$ cat config.mk
export PLATFORM = sky130hd
export DESIGN_NAME = lru_page_replacement_flat
export DESIGN_NICKNAME = d
export VERILOG_FILES = /design/src/design/lrupr_pkg.sv /design/src/design/lrupr_if.sv /design/src/design/lrupr_cell.sv /design/src/design/lrupr_ctrl.sv /design/src/design/lru_page_replacement.sv /design/src/flat_wrapper.sv
export VERILOG_INCLUDE_DIRS = /design/src /design/src/design
export SDC_FILE = /design/constraint.sdc
export NUM_CORES = 1
export LEC_CHECK = 0
export BUFFER_PORTS_ARGS = -buffer_cell sky130_fd_sc_hd__buf_2
export CAP_MARGIN = 20
export CORE_ASPECT_RATIO = 1.4
export CORE_UTILIZATION = 55
export CTS_CLUSTER_DIAMETER = 150
export CTS_CLUSTER_SIZE = 12
export DETAILED_ROUTE_END_ITERATION = 10
export GPL_ROUTABILITY_DRIVEN = 0
export PLACE_DENSITY = 0.71
export SLEW_MARGIN = 20
export SYNTH_ARGS = -nofsm -noshare
export SYNTH_HDL_FRONTEND = slang
export SYNTH_SLANG_ARGS = --single-unit
$ cat constraint.sdc
create_clock -name clk -period 13.93 [get_ports clk]
set_clock_uncertainty 0.15 [all_clocks]
set_input_delay 3.4825 -clock clk [delete_from_list [all_inputs] [get_ports clk]]
set_output_delay 3.4825 -clock clk [all_outputs]
set_load 0.02 [all_outputs]
$ cat src/design/lru_page_replacement_assert.svh
// assertion macros used by the lru page replacement controller
`ifndef LRU_PAGE_REPLACEMENT_ASSERT_SVH
`define LRU_PAGE_REPLACEMENT_ASSERT_SVH
`ifndef SYNTHESIS
// same-cycle implication
`define LRUPR_AST_IMP(lbl, clk, rst_n, ante, cons) \
	lbl: assert property (@(posedge clk) disable iff (!rst_n) (ante) |-> (cons)) \
		else $error("lru page replacement assertion failed");
// next-cycle implication
`define LRUPR_AST_NXT(lbl, clk, rst_n, ante, cons) \
	lbl: assert property (@(posedge clk) disable iff (!rst_n) (ante) |=> (cons)) \
		else $error("lru page replacement assertion failed");
`else
`define LRUPR_AST_IMP(lbl, clk, rst_n, ante, cons)
`define LRUPR_AST_NXT(lbl, clk, rst_n, ante, cons)
`endif
`endif

$ cat src/design/lrupr_pkg.sv
// shared constants, types and states of the lru page replacement block
`default_nettype none
package lrupr_pkg;
	localparam int FRAMES  = 16;
	localparam int IDX_W   = 4;
	localparam int CNT_W   = 5;
	localparam int CFG_W   = 5;
	localparam int PAGE_W  = 8;
	localparam int COUNT_W = 16;

	localparam logic [CFG_W-1:0] CFG_RESET = 5'd16;
	localparam logic [IDX_W-1:0] RANK_MAX  = IDX_W'(FRAMES - 1);

	// search beat walking down the cell chain
	typedef struct packed {
		logic              valid;
		logic [PAGE_W-1:0] page;
		logic              found;
		logic [IDX_W-1:0]  hit_idx;
		logic [IDX_W-1:0]  hit_rank;
		logic              best_set;
		logic [IDX_W-1:0]  best_rank;
		logic [IDX_W-1:0]  best_idx;
		logic [PAGE_W-1:0] best_page;
	} tok_t;

	// frame counts that bound the search
	typedef struct packed {
		logic [CNT_W-1:0] active;
		logic [CNT_W-1:0] n;
	} scope_t;

	// update broadcast to every cell
	typedef struct packed {
		logic              valid;
		logic              write;
		logic [IDX_W-1:0]  idx;
		logic [PAGE_W-1:0] page;
		logic [CNT_W-1:0]  count;
		logic [CNT_W-1:0]  limit;
	} cmd_t;

	typedef enum logic [1:0] {
		ST_IDLE,
		ST_SEARCH,
		ST_COMMIT
	} state_t;
endpackage
`default_nettype wire

$ cat src/design/lrupr_if.sv
// valid/ready channels for page references and replacement results
`default_nettype none
interface lrupr_in_if;
	import lrupr_pkg::*;
	logic              valid;
	logic              ready;
	logic [PAGE_W-1:0] page;
	modport source (output valid, output page, input ready);
	modport sink (input valid, input page, output ready);
endinterface

interface lrupr_out_if;
	import lrupr_pkg::*;
	logic               valid;
	logic               ready;
	logic               hit;
	logic [IDX_W-1:0]   frame_index;
	logic               evicted_valid;
	logic [PAGE_W-1:0]  evicted_page;
	logic [COUNT_W-1:0] fault_total;
	modport source (output valid, output hit, output frame_index, output evicted_valid,
		output evicted_page, output fault_total, input ready);
	modport sink (input valid, input hit, input frame_index, input evicted_valid,
		input evicted_page, input fault_total, output ready);
endinterface
`default_nettype wire

$ cat src/design/lrupr_cell.sv
// one frame: resident page, recency rank and one stage of the search chain
`default_nettype none
module lrupr_cell (
	input  logic                        clk,
	input  logic                        arst_n,
	input  logic [lrupr_pkg::IDX_W-1:0] idx,
	input  lrupr_pkg::scope_t           scope,
	input  lrupr_pkg::cmd_t             cmd,
	input  lrupr_pkg::tok_t             tok_in,
	output lrupr_pkg::tok_t             tok_out
);
	import lrupr_pkg::*;

	logic [PAGE_W-1:0] page_q;
	logic [IDX_W-1:0]  rank_q;
	tok_t              tok_q;
	tok_t              tok_d;
	logic [CNT_W-1:0]  idx_ext;
	logic [CNT_W-1:0]  rank_ext;

	assign idx_ext  = CNT_W'(idx);
	assign rank_ext = CNT_W'(rank_q);

	always_comb begin
		tok_d = tok_in;
		// first active match wins
		if (tok_in.valid && !tok_in.found && (idx_ext < scope.active)
				&& (page_q == tok_in.page)) begin
			tok_d.found    = 1'b1;
			tok_d.hit_idx  = idx;
			tok_d.hit_rank = rank_q;
		end
		// oldest frame, lowest index on ties
		if (tok_in.valid && (idx_ext < scope.n)
				&& (!tok_in.best_set || (rank_q > tok_in.best_rank))) begin
			tok_d.best_set  = 1'b1;
			tok_d.best_rank = rank_q;
			tok_d.best_idx  = idx;
			tok_d.best_page = page_q;
		end
	end

	always_ff @(posedge clk or negedge arst_n) begin
		if (!arst_n) begin
			tok_q <= '0;
		end else begin
			tok_q <= tok_d;
		end
	end

	assign tok_out = tok_q;

	always_ff @(posedge clk or negedge arst_n) begin
		if (!arst_n) begin
			rank_q <= '0;
		end else if (cmd.valid) begin
			if (cmd.idx == idx) begin
				rank_q <= '0;
			end else if ((idx_ext < cmd.count) && (rank_ext < cmd.limit)
					&& (rank_q != RANK_MAX)) begin
				rank_q <= rank_q + 1'b1;
			end
		end
	end

	always_ff @(posedge clk) begin
		if (cmd.valid && cmd.write && (cmd.idx == idx)) begin
			page_q <= cmd.page;
		end
	end
endmodule
`default_nettype wire

$ cat src/design/lrupr_ctrl.sv
// sequencer: takes a reference, launches the search, commits the update, holds the result
`default_nettype none
`include "lru_page_replacement_assert.svh"
module lrupr_ctrl (
	input  logic                        clk,
	input  logic                        arst_n,
	input  logic                        cfg_we,
	input  logic [lrupr_pkg::CFG_W-1:0] cfg_data,
	lrupr_in_if.sink                    page_ch,
	lrupr_out_if.source                 result_ch,
	output lrupr_pkg::tok_t             tok_launch,
	input  lrupr_pkg::tok_t             tok_last,
	output lrupr_pkg::scope_t           scope,
	output lrupr_pkg::cmd_t             cmd
);
	import lrupr_pkg::*;

	state_t             state_q;
	state_t             state_d;
	logic [CFG_W-1:0]   fiu_q;
	logic [CNT_W-1:0]   filled_q;
	logic [COUNT_W-1:0] fault_q;
	scope_t             scope_q;
	tok_t               tok0_q;
	tok_t               res_q;
	logic               out_valid_q;
	logic               hit_q;
	logic [IDX_W-1:0]   frame_q;
	logic               ev_valid_q;
	logic [PAGE_W-1:0]  ev_page_q;

	logic               in_ready;
	logic               accept;
	logic               out_free;
	logic               commit;
	logic [CNT_W-1:0]   n_c;
	logic [CNT_W-1:0]   active_c;
	logic               fill;
	logic [IDX_W-1:0]   frame_c;
	tok_t               launch_c;

	// clamp the configured frame count to 1..FRAMES
	always_comb begin
		if (fiu_q == '0) begin
			n_c = CNT_W'(1);
		end else if (fiu_q > CFG_W'(FRAMES)) begin
			n_c = CNT_W'(FRAMES);
		end else begin
			n_c = CNT_W'(fiu_q);
		end
		active_c = (filled_q < n_c) ? filled_q : n_c;
	end

	always_comb begin
		state_d = state_q;
		unique case (state_q)
			ST_IDLE: begin
				if (page_ch.valid) state_d = ST_SEARCH;
			end
			ST_SEARCH: begin
				if (tok_last.valid) state_d = ST_COMMIT;
			end
			ST_COMMIT: begin
				if (!out_valid_q || result_ch.ready) state_d = ST_IDLE;
			end
			default: state_d = ST_IDLE;
		endcase
	end

	always_comb begin
		in_ready = (state_q == ST_IDLE);
		accept   = in_ready && page_ch.valid;
		out_free = !out_valid_q || result_ch.ready;
		commit   = (state_q == ST_COMMIT) && out_free;
	end

	assign page_ch.ready = in_ready;

	always_comb begin
		launch_c       = '0;
		launch_c.valid = 1'b1;
		launch_c.page  = page_ch.page;
	end

	always_comb begin
		fill = (filled_q < scope_q.n);
		if (res_q.found) begin
			frame_c = res_q.hit_idx;
		end else if (fill) begin
			frame_c = filled_q[IDX_W-1:0];
		end else begin
			frame_c = res_q.best_idx;
		end
		cmd       = '0;
		cmd.valid = commit;
		cmd.write = !res_q.found;
		cmd.idx   = frame_c;
		cmd.page  = res_q.page;
		priority if (res_q.found) begin
			cmd.count = scope_q.active;
			cmd.limit = CNT_W'(res_q.hit_rank);
		end else if (fill) begin
			// a new frame ages every filled frame below it
			cmd.count = filled_q;
			cmd.limit = CNT_W'(FRAMES);
		end else begin
			cmd.count = scope_q.n;
			cmd.limit = CNT_W'(res_q.best_rank);
		end
	end

	always_ff @(posedge clk or negedge arst_n) begin
		if (!arst_n) begin
			state_q     <= ST_IDLE;
			fiu_q       <= CFG_RESET;
			filled_q    <= '0;
			fault_q     <= '0;
			scope_q     <= '0;
			tok0_q      <= '0;
			out_valid_q <= 1'b0;
		end else begin
			state_q <= state_d;
			if (cfg_we) fiu_q <= cfg_data;
			tok0_q <= accept ? launch_c : '0;
			if (accept) begin
				scope_q.n      <= n_c;
				scope_q.active <= active_c;
			end
			if (commit && !res_q.found) begin
				if (fault_q != '1) fault_q <= fault_q + 1'b1;
				if (fill) filled_q <= filled_q + 1'b1;
			end
			if (commit) begin
				out_valid_q <= 1'b1;
			end else if (result_ch.ready) begin
				out_valid_q <= 1'b0;
			end
		end
	end

	always_ff @(posedge clk) begin
		if ((state_q == ST_SEARCH) && tok_last.valid) res_q <= tok_last;
		if (commit) begin
			hit_q      <= res_q.found;
			frame_q    <= frame_c;
			ev_valid_q <= !res_q.found && !fill;
			ev_page_q  <= (!res_q.found && !fill) ? res_q.best_page : '0;
		end
	end

	assign tok_launch              = tok0_q;
	assign scope                   = scope_q;
	assign result_ch.valid         = out_valid_q;
	assign result_ch.hit           = hit_q;
	assign result_ch.frame_index   = frame_q;
	assign result_ch.evicted_valid = ev_valid_q;
	assign result_ch.evicted_page  = ev_page_q;
	assign result_ch.fault_total   = fault_q;

	`LRUPR_AST_NXT(a_accept_search, clk, arst_n, accept, state_q == ST_SEARCH)
	`LRUPR_AST_IMP(a_last_in_search, clk, arst_n, tok_last.valid, state_q == ST_SEARCH)
	`LRUPR_AST_NXT(a_commit_shows, clk, arst_n, commit, out_valid_q)
	`LRUPR_AST_IMP(a_filled_bound, clk, arst_n, 1'b1, filled_q <= CNT_W'(FRAMES))
endmodule
`default_nettype wire

$ cat src/design/lru_page_replacement.sv
// top level of the lru page replacement block
// Least-recently-used page replacement over up to 16 frames (frames_in_use, reset 16,
// zero acts as one, values above 16 act as 16). References are handled one at a time:
// a search beat walks the row of 16 frame cells one cell per cycle, comparing the page
// and tracking the oldest frame, then the outcome is captured and the commit applies
// the rank and page update to all cells and loads the result register. The next
// reference is taken while a result still waits on the output; a stalled output holds
// the commit until the result register frees up. No clearing pass is needed after
// reset. Write frames_in_use only while the block is idle.
`default_nettype none
module lru_page_replacement (
	input  logic                        clk,
	input  logic                        arst_n,
	input  logic                        cfg_we,
	input  logic [lrupr_pkg::CFG_W-1:0] cfg_data,
	lrupr_in_if.sink                    page_ch,
	lrupr_out_if.source                 result_ch
);
	import lrupr_pkg::*;

	tok_t   tok [FRAMES+1];
	scope_t scope;
	cmd_t   cmd;

	lrupr_ctrl u_ctrl (
		.clk        (clk),
		.arst_n     (arst_n),
		.cfg_we     (cfg_we),
		.cfg_data   (cfg_data),
		.page_ch    (page_ch),
		.result_ch  (result_ch),
		.tok_launch (tok[0]),
		.tok_last   (tok[FRAMES]),
		.scope      (scope),
		.cmd        (cmd)
	);

	for (genvar i = 0; i < FRAMES; i++) begin : g_cell
		lrupr_cell u_cell (
			.clk     (clk),
			.arst_n  (arst_n),
			.idx     (IDX_W'(i)),
			.scope   (scope),
			.cmd     (cmd),
			.tok_in  (tok[i]),
			.tok_out (tok[i+1])
		);
	end
endmodule
`default_nettype wire
$ cat src/flat_wrapper.sv
// flat-port wrapper written by rule: the top's interface ports become plain ports
module lru_page_replacement_flat import lrupr_pkg::*;
  (clk, arst_n, cfg_we, cfg_data, page_ch_valid, page_ch_page, page_ch_ready, result_ch_valid, result_ch_hit, result_ch_frame_index, result_ch_evicted_valid, result_ch_evicted_page, result_ch_fault_total, result_ch_ready);
  lrupr_in_if page_ch_i ();
  lrupr_out_if result_ch_i ();
  input  logic clk;
  input  logic arst_n;
  input  logic cfg_we;
  input  logic [lrupr_pkg::CFG_W-1:0] cfg_data;
  input wire logic [$bits(page_ch_i.valid)-1:0] page_ch_valid;
  input wire logic [$bits(page_ch_i.page)-1:0] page_ch_page;
  output wire logic [$bits(page_ch_i.ready)-1:0] page_ch_ready;
  output wire logic [$bits(result_ch_i.valid)-1:0] result_ch_valid;
  output wire logic [$bits(result_ch_i.hit)-1:0] result_ch_hit;
  output wire logic [$bits(result_ch_i.frame_index)-1:0] result_ch_frame_index;
  output wire logic [$bits(result_ch_i.evicted_valid)-1:0] result_ch_evicted_valid;
  output wire logic [$bits(result_ch_i.evicted_page)-1:0] result_ch_evicted_page;
  output wire logic [$bits(result_ch_i.fault_total)-1:0] result_ch_fault_total;
  input wire logic [$bits(result_ch_i.ready)-1:0] result_ch_ready;
  assign page_ch_i.valid = page_ch_valid;
  assign page_ch_i.page = page_ch_page;
  assign page_ch_ready = page_ch_i.ready;
  assign result_ch_valid = result_ch_i.valid;
  assign result_ch_hit = result_ch_i.hit;
  assign result_ch_frame_index = result_ch_i.frame_index;
  assign result_ch_evicted_valid = result_ch_i.evicted_valid;
  assign result_ch_evicted_page = result_ch_i.evicted_page;
  assign result_ch_fault_total = result_ch_i.fault_total;
  assign result_ch_i.ready = result_ch_ready;
  lru_page_replacement u_core (.clk(clk), .arst_n(arst_n), .cfg_we(cfg_we), .cfg_data(cfg_data), .page_ch(page_ch_i), .result_ch(result_ch_i));
endmodule
==> impl_metrics.csv <==
group,metric,value,unit
sta,rsz0062_at_grt,"false",
clock_tree,cts_resized,0,
routing,initialDrtViolationCount,1484,
placed_design,pre_cts_slack,7.920,ns
clock_tree,post-cts-setup-buffers,0,
global_routing,antenna_found_initial,1,
global_routing,grt_first_pass_wirelength,114400,um
setup_path,worst_setup_path_start_kind,"register",
placed_design,io_buffers,49,
synth,ys_warn_count,0,
synth,synth_top_area_share,48.71,%
run,max_cap_viol_count,0,
synth,synth-main-ff-cell,"dfrtp_1",
placed_design,hpwl,53450,um
sta,relSlewSlack,17.35,%
global_routing,overflow,0,
cells_and_area,fin_area,36340,sq um
floorplanning,core.rowCount,105,
synth,synth.most_common_cell,"dfrtp_1",
sta,hold_viol_final,0,
routing,routed_wl,73560,um
synth,synth_commonest_cells,"640 x dfrtp_1, 204 x nand2_1, 179 x mux2_2, 175 x edfxtp_1, 164 x o21ai_0",
synth,synth_edf_count,175,
setup_path,crit_slowest_cell,"nor2_1",
synth,ys_seq_area_share,64.78,%
clock_tree,htree_levels,3,
clock_tree,clock_latency,0.65,ns
power,ir_drop,0.1227,mV
sta,tightest_slew,1.223,ns
synth,synth.largest_area_cell,"dfrtp_1",
hold_path,hold_class,"register to register",
setup_path,cp_top_family,"simple AND/OR/NAND/NOR gates",
floorplanning,die_x,208.6,um
synth,syn_area,32880,sq um
sta,period_share,39.79,%
cells_and_area,drive_above_1_share,15.56,%
routing,vias,19720,
routing,vias_per_cell,5.817,
clock_tree,ctsHoldBuffers,0,
setup_path,worstSetupEndpointType,"primary output",
floorplanning,initial_core_util,55.86,%
synth,syn_avg_cell_area,13.16,sq um
synth,syn_nets,2635,
clock_tree,cts_max_path_buffers,3,
floorplanning,io_pins,50,
synth,synth_cells,2499,
routing,drtPass1Iterations,6,
floorplanning,design.die.area,60770,sq um
power,pwr_density_cell,155.6,nW/um^2
synth,synth_cell_types,84,
cells_and_area,syn_to_final_growth,10.53,%
clock_tree,cts_tree,"done",
setup_path,path_class,"register to primary output",
clock_tree,clk_pin_slew,0.06,ns
setup_path,crit_chain,"nor2_1 -> buf_2",
routing,antenna_left,0,
synth,ys_ff_latch,816,
cells_and_area,layout.nets,2735,
routing,drc_errors,0,
sta,fin_tns_setup,0,ns
setup_path,cp_max_fo,10,
synth,synthArstFlopShare,78.55,%
setup_path,arrival,1.91,ns
cells_and_area,diodes,0,
sta,fin_crit,5.542,ns
setup_path,slowest_delay,0.56,ns
global_routing,grt_max_degree,192,
floorplanning,core_area,58860,sq um
status,status,"complete, no violations",
placed_design,dpl_cell_area,34090,sq um
sta,setup_viol_count_final,0,
sta,drv_slew,0,
clock_tree,cts-buffers-inserted,77,
floorplanning,die_h,291.3,um
global_routing,grt_pass1_vias,20800,
global_routing,grt_usage,24.94,%
clock_tree,cts-root-buf,"clkbuf_16",
sta,fmax,0.1804,GHz
setup_path,crit_required,10.30,ns
setup_path,critical_path_buf_inv_count,1,
power,total_leakage_power,16.65,nW
sta,setup_slack,8.388,ns
routing,wire_per_inst,21.70,um
synth,synthTopCellsByArea,"dfrtp_1 49%, edfxtp_1 16%, mux2_2 6.1%, ha_1 4.5%, o21ai_0 2.5%",
clock_tree,cts_sinks,816,
==> routing by layer <==
metal  vias up  track usage (%)  share of wire (%)
met4         0            17.47                7.1
met3       215            2.988                4.6
li1       8963                -                  -
met1      9922            26.52                 35
met5         -                0                  0
met2       619            45.75                 53
==> cells by family after synthesis <==
family                   after synthesis  share of synthesized area, %
flip-flops                           816                         64.78
multiplexers                         185                         6.329
buffers and inverters                157                         1.857
adder cells (fa/ha/maj)              123                         4.643
XOR/XNOR                             143                         3.810
AND/OR/NAND/NOR                      692                         11.17
AO/OA/AOI/OAI                        383                         7.414
==> stage by stage <==
stage	hold WS, ns	total power [mW]	utilization, %	instances
2_1_floorplan	0.2106	3.426	-	2499
3_3_place_gp	0.2253	3.721	57.92	3268
3_5_place_dp	0.2249	3.772	57.92	3268
4_1_cts	0.2363	5.675	61.69	3389
5_1_grt	0.2425	5.894	61.74	3390
6_report	0.2315	5.655	61.74	3390
==> flip-flops by register name (all words and copies together), names as in the netlist <==
signal and cells:
u_core.u_ctrl.filled_q 5, u_core.u_ctrl.result_ch.hit 1, u_core.u_ctrl.result_ch.evicted_valid 1, u_core.u_ctrl.result_ch.valid 1, u_core.u_ctrl.res_q 25, u_core.u_ctrl.tok_launch 9
u_core.g_cell.u_cell.rank_q 64, u_core.u_ctrl.cmd 8, u_core.u_ctrl.result_ch.fault_total 16, u_core.u_ctrl.result_ch.evicted_page 8, u_core.u_ctrl.result_ch.frame_index 4, u_core.g_cell.u_cell.tok_out 529
u_core.u_ctrl.scope 10, u_core.u_ctrl.state_q 2, u_core.u_ctrl.fiu_q 5, u_core.g_cell.u_cell.page_q 128
==> area by class of cell <==
cell class                      instances  area, sq um
Fill cell                            4374        22520
Clock buffer                          114         2066
Multi-Input combinational cell       1526        10990
Clock inverter                          7        151.4
Tap cell                              749        937.1
Inverter                               98        367.9
Sequential cell                       816        21300
Timing Repair Buffer                   80        533.0
==> path summary, 6_finish.rpt <==
path                                                      from                                      to  slack (ns)  cells after the start
max in group asynchronous                               arst_n      u_core.g_cell[6].u_cell.tok_out[9]        8.71                      3
hold reg to reg            u_core.g_cell[2].u_cell.tok_out[26]     u_core.g_cell[3].u_cell.tok_out[26]        0.23                      0
setup reg to reg                        u_core.u_ctrl.scope[4]       u_core.g_cell[4].u_cell.rank_q[3]        8.45                     15
hold / removal             u_core.g_cell[2].u_cell.tok_out[26]     u_core.g_cell[3].u_cell.tok_out[26]        0.23                      0
min in group asynchronous                               arst_n  u_core.u_ctrl.result_ch.fault_total[5]        2.70                      1
setup / recovery                      u_core.u_ctrl.state_q[1]                           page_ch_ready        8.39                      2
==> report_power, final <==
part,internal [mW],switching (mW),leakage [nW]
clock network,1.03,0.871,1.05
logic,0.367,0.610,5.31
registers,2.64,0.137,10.3
total,4.04,1.62,16.7
==> placed cells by master (no fill, tap or decap), drive strengths merged, types with 74 or more instances in the layout <==
cell    netlist  routed
ha          118     118
clkbuf       50     114
nor2         74      74
edfxtp      175     175
xnor2        76      76
inv          96      97
mux2        180     180
a21oi        76      76
o21ai       182     182
dfrtp       640     640
buf           9      80
nand2       204     204
nand2b       96      96
Power figures use the tool's default switching activity.
